<file path="src/sv/slcan_pkg.sv">
// Shared types, character codes and hex decode for the ASCII CAN frame parser.
package slcan_pkg;

  localparam int unsigned CHAR_W  = 8;
  localparam int unsigned ID_W    = 29;
  localparam int unsigned LEN_W   = 4;
  localparam int unsigned DATA_W  = 64;
  localparam int unsigned POS_W   = 5;
  localparam int unsigned NIB_CNT = DATA_W / 4;

  localparam logic [CHAR_W-1:0] CH_CR  = 8'h0D;
  localparam logic [CHAR_W-1:0] CH_LF  = 8'h0A;
  localparam logic [CHAR_W-1:0] CH_EXT = 8'h54;  // 'T'
  localparam logic [CHAR_W-1:0] CH_STD = 8'h74;  // 't'
  localparam logic [CHAR_W-1:0] CH_0   = 8'h30;
  localparam logic [CHAR_W-1:0] CH_9   = 8'h39;
  localparam logic [CHAR_W-1:0] CH_UA  = 8'h41;
  localparam logic [CHAR_W-1:0] CH_UF  = 8'h46;
  localparam logic [CHAR_W-1:0] CH_LA  = 8'h61;
  localparam logic [CHAR_W-1:0] CH_LFH = 8'h66;  // 'f'

  localparam logic [POS_W-1:0] POS_MAX    = 5'd31;
  localparam logic [POS_W-1:0] ID_DIG_STD = 5'd3;
  localparam logic [POS_W-1:0] ID_DIG_EXT = 5'd8;
  localparam logic [LEN_W-1:0] LEN_MAX    = 4'd8;
  localparam logic [4:0]       HEX_BAD    = 5'd16;

  typedef struct packed {
    logic              extended;
    logic [ID_W-1:0]   id;
    logic [LEN_W-1:0]  length;
    logic [DATA_W-1:0] data;
    logic              error;
  } frame_t;

  // Nibble value, or HEX_BAD for a non-hex character.
  function automatic logic [4:0] hex_value(input logic [CHAR_W-1:0] c);
    logic [4:0] v;
    v = HEX_BAD;
    if (c >= CH_0 && c <= CH_9) begin
      v = 5'(c - CH_0);
    end else if (c >= CH_UA && c <= CH_UF) begin
      v = 5'(c - CH_UA + 8'd10);
    end else if (c >= CH_LA && c <= CH_LFH) begin
      v = 5'(c - CH_LA + 8'd10);
    end
    return v;
  endfunction

endpackage

</file>
<file path="src/sv/slcan_parse.sv">
// Frame state registers and the per-character update.
module slcan_parse import slcan_pkg::*; (
  input  logic              clk,
  input  logic              rst_n,
  input  logic              step,
  input  logic [CHAR_W-1:0] char_code,
  output logic              emit,
  output frame_t            frame
);

  logic              in_frame_r, in_frame_nxt;
  logic              ext_r, ext_nxt;
  logic [POS_W-1:0]  pos_r, pos_nxt;
  logic [ID_W-1:0]   id_r, id_nxt;
  logic [LEN_W-1:0]  len_r, len_nxt;
  logic [DATA_W-1:0] data_r, data_nxt;
  logic              err_r, err_nxt;

  logic [4:0]       hv;
  logic             bad;
  logic [3:0]       v4;
  logic [POS_W-1:0] id_dig;
  logic [POS_W-1:0] d;
  logic [3:0]       byte_ix;
  logic [3:0]       nib_ix;
  logic             is_open, is_close;

  assign hv       = hex_value(char_code);
  assign bad      = hv[4];
  assign v4       = bad ? 4'd0 : hv[3:0];
  assign id_dig   = ext_r ? ID_DIG_EXT : ID_DIG_STD;
  assign d        = pos_r - id_dig - 5'd1;
  assign byte_ix  = d[4:1];
  assign nib_ix   = {d[3:1], ~d[0]};   // high nibble of a byte comes first
  assign is_open  = (char_code == CH_EXT) || (char_code == CH_STD);
  assign is_close = (char_code == CH_CR) || (char_code == CH_LF);

  assign emit  = is_close && in_frame_r;
  assign frame = '{extended: ext_r, id: id_r, length: len_r, data: data_r, error: err_r};

  always_comb begin
    in_frame_nxt = in_frame_r;
    ext_nxt      = ext_r;
    pos_nxt      = pos_r;
    id_nxt       = id_r;
    len_nxt      = len_r;
    data_nxt     = data_r;
    err_nxt      = err_r;
    if (is_open || is_close) begin
      // start or end of a frame: clear the fields; in_frame and ext follow the character
      in_frame_nxt = is_open;
      ext_nxt      = (char_code == CH_EXT);
      pos_nxt      = '0;
      id_nxt       = '0;
      len_nxt      = '0;
      data_nxt     = '0;
      err_nxt      = 1'b0;
    end else if (in_frame_r && pos_r != POS_MAX) begin
      pos_nxt = pos_r + 5'd1;
      if (pos_r < id_dig) begin
        id_nxt = {id_r[ID_W-5:0], v4};
        if (bad) begin
          err_nxt = 1'b1;
        end
      end else if (pos_r == id_dig) begin
        if (bad) begin
          err_nxt = 1'b1;
          len_nxt = '0;
        end else if (hv[3:0] > LEN_MAX) begin
          err_nxt = 1'b1;
          len_nxt = LEN_MAX;
        end else begin
          len_nxt = hv[3:0];
        end
      end else if (byte_ix < len_r) begin
        if (bad) begin
          err_nxt = 1'b1;
        end
        for (int i = 0; i < NIB_CNT; i++) begin
          if (nib_ix == 4'(i)) begin
            data_nxt[4*i +: 4] = data_r[4*i +: 4] | v4;
          end
        end
      end
    end
  end

  always_ff @(posedge clk) begin
    if (!rst_n) begin
      in_frame_r <= 1'b0;
      ext_r      <= 1'b0;
      pos_r      <= '0;
      id_r       <= '0;
      len_r      <= '0;
      data_r     <= '0;
      err_r      <= 1'b0;
    end else if (step) begin
      in_frame_r <= in_frame_nxt;
      ext_r      <= ext_nxt;
      pos_r      <= pos_nxt;
      id_r       <= id_nxt;
      len_r      <= len_nxt;
      data_r     <= data_nxt;
      err_r      <= err_nxt;
    end
  end

endmodule

</file>
<file path="src/sv/slcan_outbuf.sv">
// Result register holding one finished frame until the sink takes it.
module slcan_outbuf import slcan_pkg::*; (
  input  logic   clk,
  input  logic   rst_n,
  input  logic   load,
  input  frame_t frame_in,
  input  logic   take,
  output logic   valid,
  output frame_t frame_out
);

  logic   valid_r, valid_nxt;
  frame_t frame_r;

  always_comb begin
    if (load) begin
      valid_nxt = 1'b1;
    end else if (take) begin
      valid_nxt = 1'b0;
    end else begin
      valid_nxt = valid_r;
    end
  end

  always_ff @(posedge clk) begin
    if (!rst_n) begin
      valid_r <= 1'b0;
    end else begin
      valid_r <= valid_nxt;
    end
  end

  always_ff @(posedge clk) begin
    if (load) begin
      frame_r <= frame_in;
    end
  end

  assign valid     = valid_r;
  assign frame_out = frame_r;

endmodule

</file>
<file path="src/sv/slcan_ascii_frame_parser_core.sv">
// Top level of the ASCII CAN frame parser: input register, parser, result register.
//
// Takes one ASCII character per item on the in_ stream and emits one CAN frame
// on the out_ stream for each CR or LF that closes an open frame. 't' opens a
// standard frame (3 identifier digits), 'T' an extended one (8 digits); then
// one length digit (above 8 saturates to 8 and flags an error) and two hex
// digits per data byte, high nibble first, either case. A non-hex digit flags
// an error and counts as zero; digits past the length are ignored; a new opener
// drops a partial frame; a line end with no open frame emits nothing. Rate: one
// character per cycle while not stalled. Each character is held in the input
// register and the parser state is updated from it when it is processed; a
// character that closes an open frame also loads the result register. out_tvalid
// rises once that character has passed through the input register into the
// result register. The input side stalls only while a character is held and the
// result register is still full and not being taken.
module slcan_ascii_frame_parser_core import slcan_pkg::*; (
  input  logic         clk,
  input  logic         rst_n,
  input  logic         in_tvalid,
  output logic         in_tready,
  input  logic [7:0]   in_tdata,    // [7:0] char_code
  output logic         out_tvalid,
  input  logic         out_tready,
  output logic [103:0] out_tdata,   // [28:0] frame_id, [32:29] frame_length,
                                    // [96:33] frame_data, [103:97] zero
  output logic [1:0]   out_tuser    // [0] frame_extended, [1] frame_error
);

  logic              in_vld_r;
  logic [CHAR_W-1:0] in_char_r;
  logic              adv;       // held character is processed this cycle
  logic              emit;
  logic              load;
  frame_t            frame_cur;
  frame_t            frame_out;

  // a character may be processed when the result register has room
  assign adv       = in_vld_r && (!out_tvalid || out_tready);
  assign in_tready = !in_vld_r || adv;
  assign load      = adv && emit;

  always_ff @(posedge clk) begin
    if (!rst_n) begin
      in_vld_r <= 1'b0;
    end else if (in_tready) begin
      in_vld_r <= in_tvalid;
    end
  end

  always_ff @(posedge clk) begin
    if (in_tvalid && in_tready) begin
      in_char_r <= in_tdata;
    end
  end

  slcan_parse u_parse (
    .clk       (clk),
    .rst_n     (rst_n),
    .step      (adv),
    .char_code (in_char_r),
    .emit      (emit),
    .frame     (frame_cur)
  );

  slcan_outbuf u_outbuf (
    .clk       (clk),
    .rst_n     (rst_n),
    .load      (load),
    .frame_in  (frame_cur),
    .take      (out_tready),
    .valid     (out_tvalid),
    .frame_out (frame_out)
  );

  assign out_tdata = {7'd0, frame_out.data, frame_out.length, frame_out.id};
  assign out_tuser = {frame_out.error, frame_out.extended};

  // a finished frame always lands in the result register
  a_load_lands: assert property (@(posedge clk) disable iff (!rst_n)
    load |=> out_tvalid)
    else $error("loaded frame not valid at output");

  // never overwrite a frame the sink has not taken
  a_no_overwrite: assert property (@(posedge clk) disable iff (!rst_n)
    out_tvalid && !out_tready |-> !load)
    else $error("result register overwritten");

  // length code never exceeds 8
  a_len_range: assert property (@(posedge clk) disable iff (!rst_n)
    out_tvalid |-> frame_out.length <= LEN_MAX)
    else $error("frame length above 8");

  // bytes beyond the length are zero
  a_data_clean: assert property (@(posedge clk) disable iff (!rst_n)
    out_tvalid |-> (frame_out.data >> {frame_out.length, 3'b000}) == '0)
    else $error("data beyond length not zero");

endmodule
</file>
<file path="config.mk">
export PLATFORM = sky130hd
export DESIGN_NAME = slcan_ascii_frame_parser_core
export DESIGN_NICKNAME = d
export VERILOG_FILES = /design/src/sv/slcan_pkg.sv /design/src/sv/slcan_parse.sv /design/src/sv/slcan_outbuf.sv /design/src/sv/slcan_ascii_frame_parser_core.sv
export SDC_FILE = /design/constraint.sdc
export NUM_CORES = 1
export LEC_CHECK = 0
export BUFFER_PORTS_ARGS = -buffer_cell sky130_fd_sc_hd__buf_2
export CORE_ASPECT_RATIO = 0.9
export CORE_MARGIN = 2
export CORE_UTILIZATION = 45
export DETAILED_ROUTE_END_ITERATION = 16
export HOLD_SLACK_MARGIN = 0.05
export PLACE_DENSITY = 0.7
export SETUP_SLACK_MARGIN = 0.15
export SKIP_CTS_REPAIR_TIMING = 1
export SYNTH_ARGS = -nofsm -noshare
export SYNTH_HDL_FRONTEND = slang
export SYNTH_SLANG_ARGS = --single-unit
export TNS_END_PERCENT = 10
</file>
<file path="constraint.sdc">
create_clock -name clk -period 8.05 [get_ports clk]
set_clock_uncertainty 0.2 [all_clocks]
set_input_delay 2.0125 -clock clk [delete_from_list [all_inputs] [get_ports clk]]
set_output_delay 2.0125 -clock clk [all_outputs]
set_load 0.1 [all_outputs]
</file>
==> impl_metrics.py <==
metrics = {
    "global_routing": {
        "first_global_vias": 4955,
        "grt_antenna_before_repair": 0,
        "grt_max_degree": 65,
        "globalRouteTotalUtil_pct": 17.17,
        "overflow": 0,
        "wire_length_of_the_first_global_routing_pass_um": 24780,
    },
    "routing": {
        "dr_total_vias": 5075,
        "met3_wirelength_um": 1048,
        "wl_met1_um": 6806,
        "detail_route.drc_violations": 0,
        "routedWlPerCell_um": 16.23,
        "ant_nets": 0,
        "met2_layer_wire_length_in_the_routed_design_um": 7386,
        "drt_iter0_markers": 370,
        "aggregate_routed_wire_length_um": 15610,
        "viasPerCell": 5.275,
        "drtPass1Iterations": 5,
        "top_layer_used": "met4",
    },
    "hold_path": {
        "hold_path_class": "flop to flop",
        "hold_path_origin": "u_parse.data_r[32]",
        "whs_path_depth": 0,
    },
    "yosys": {
        "seq_area_frac_synth_pct": 70.53,
        "synth_edf_count": 107,
        "synth.yosys.warnings": 0,
        "post_synth_num_cell_types": 56,
        "syn_area_um2": 7592,
        "synth-async-reset-ratio_pct": 0,
        "yosys_register_bits": 214,
        "synth-main-ff-cell": "edfxtp_1",
        "synth_area_per_cell_um2": 12.15,
        "netlist_instances": 625,
    },
    "sta": {
        "worstMarginPinSlew_ps": 1123,
        "timing.final.max_slew_violations": 0,
        "hold_violations": 0,
        "setup_viol_count_final": 0,
        "fmaxAchievable_ghz": 0.1998,
        "layout_worst_path_cycle_share_pct": 62.18,
        "min_clock_period_post_route_ps": 5006,
        "unrepaired_setup_endpoints_after_global_routing": "no",
        "final.setup.tns_ps": 0,
        "relSlewSlack_pct": 25.13,
        "timing.hold.ws_ps": 228.0,
    },
    "setup_path": {
        "slowest_delay_ps": 300,
        "arrival_time_at_the_worst_endpoint_ps": 2790,
        "timing.critical_path.from_type": "input port",
        "critical_path.most_common_cell": "buf_2",
        "critical_path.slowest_cell": "buf_2",
        "ff2ff_path_depth": 13,
        "r2r-start": "u_parse.ext_r",
        "timing.critical_path.fanout_max": 5,
        "cp.required_ps": 5840,
        "worst_setup_path_startpoint": "out_tready",
        "critPathCaptureType": "output port",
        "critical_path.cell_chain": "buf_2 -> nor2b_1 -> nand2_1 -> buf_2",
        "critical_setup_path_class": "input port to output port",
    },
    "cells_and_area": {
        "area_delta_synth_final_pct": 17.29,
        "fraction_of_final_layout_cells_with_drive_strength_greater_than_1_pct": 21.04,
        "layout_common_cells": "nand2_1 (112), buf_2 (112), edfxtp_1 (107), dfxtp_1 (107), o21ai_0 (46)",
        "insertedDiodeCount": 0,
        "layout.core_utilization_pct": 53.43,
        "layout_cell_area_excl_fill_um2": 8905,
        "finish.net_count": 762,
    },
    "clock_network": {
        "clock_tree_sinks": 214,
        "cts-root-buf": "clkbuf_16",
        "numCtsBuffers": 21,
        "cts-htree-levels": 1,
        "cts_clock_pin_slew_for_the_worst_setup_and_hold_paths_ps": 60,
        "cts.path.max_buffers": 3,
        "cts_tree": "built",
        "worst_skew_pair.late_latency_ps": 500,
    },
    "die": {
        "coreArea_um2": 16670,
        "initial_utilization_pct": 45.56,
        "ioPinCount": 120,
        "die-width_um": 140.9,
        "die_h_um": 127.2,
        "die_area_um2": 17930,
        "placement_rows": 45,
    },
    "run_status": {
        "status": "finished, final reports clean",
    },
    "placement": {
        "gpl.final_weighted_congestion": 0.9130,
        "dpl-instance-area_um2": 8288,
        "number_of_buffers_inserted_by_port_buffering": 112,
        "final_hpwl_dp_um": 10390,
    },
    "pwr": {
        "ir_worst_vdd_v": 0.0001684,
        "cellLeakagePower_nw": 3.421,
        "post-layout-total-power_mw": 2.075,
        "power_density_nw_per_um2": 233.0,
    },
    "run": {
        "maxCapViolations": 0,
    },
}
cells by family after synthesis:
group / count (synthesis) / synth area share (%)
mux: 1 / 0.1483
flops: 214 / 70.53
compound gates: 132 / 10.23
buf+inv: 46 / 3.098
simple gates: 212 / 12.95
xor+xnor: 5 / 0.5768
fa+ha+maj: 14 / 2.406
other cells: 1 / 0.04939
routing by layer:
| metal | global-route usage [%] | vias up |
|---|---|---|
| met1 | 22.16 | 2411 |
| met3 | 3.673 | 33 |
| met5 | 0 | - |
| li1 | - | 2433 |
| met4 | 6.000 | 0 |
| met2 | 28.95 | 198 |
sequential cells by signal (all words and copies together), names as in the netlist:
| register | flops |
|---|---|
| u_parse.pos_r | 5 |
| u_parse.in_frame_r | 1 |
| u_outbuf.valid | 1 |
| u_outbuf.frame_out | 99 |
| u_parse.err_r | 1 |
| in_char_r | 8 |
| u_parse.id_r | 29 |
| u_parse.data_r | 64 |
| in_vld_r | 1 |
| u_parse.ext_r | 1 |
| u_parse.len_r | 4 |
report_power, final:
group / leakage (nW) / internal [mW] / total (mW) / switching, mW
clock network: 0.301 / 0.492 / 0.885 / 0.393
logic: 1.11 / 0.00977 / 0.0469 / 0.0371
registers: 2.01 / 1.14 / 1.14 / 0.00558
critical path: cells and delay by family:
| kind | cells | cell delay (ps) |
|---|---|---|
| buf+inv | 2 | 400 |
| simple gates | 2 | 380 |
final timing paths:
path,endpoint,slack [ps]
worst max register to register,u_parse.data_r[20],4310
worst max-delay path,in_tready,3040
worst min-delay path,u_outbuf.frame_out[33],230
worst min register to register,u_outbuf.frame_out[33],230
final cells by class:
class | count | area [µm²]
tap | 211 | 264.0
sequential | 214 | 5355
timing repair buffer | 115 | 583.1
clock inverter | 11 | 58.81
multi-input combinational | 371 | 2037
clock buffer | 27 | 558.0
inverter | 13 | 48.80
fill | 1438 | 7761
synthesized netlist by cell type (all sizes together) (2+ instances only):
master,n,area share (%)
a22oi,3,0.30
inv,12,0.59
a21oi,36,2.4
o22ai,2,0.16
nand2b,8,0.73
a211oi,3,0.36
nand4,2,0.16
edfxtp,107,42
o2111ai,3,0.35
or3,3,0.25
nor3,8,0.59
nand2,113,5.6
nor4b,2,0.43
buf,17,1.6
a21boi,3,0.30
nor2,24,1.2
nor4,2,0.16
and2,5,0.41
nor2b,4,0.33
o21ai,70,4.7
clkbuf,16,0.81
ha,13,2.1
o21a,3,0.30
nand3,35,2.3
a2111oi,2,0.56
dfxtp,107,28
xor2,4,0.46
a32oi,2,0.23
per-stage QoR:
step	std cells	worst slack (ps)
finish	962	3044
global route	962	2979
CTS	962	3040
detailed placement	924	3045
global placement	924	3055
floorplan	631	683.9
Power figures use the tool's default switching activity.
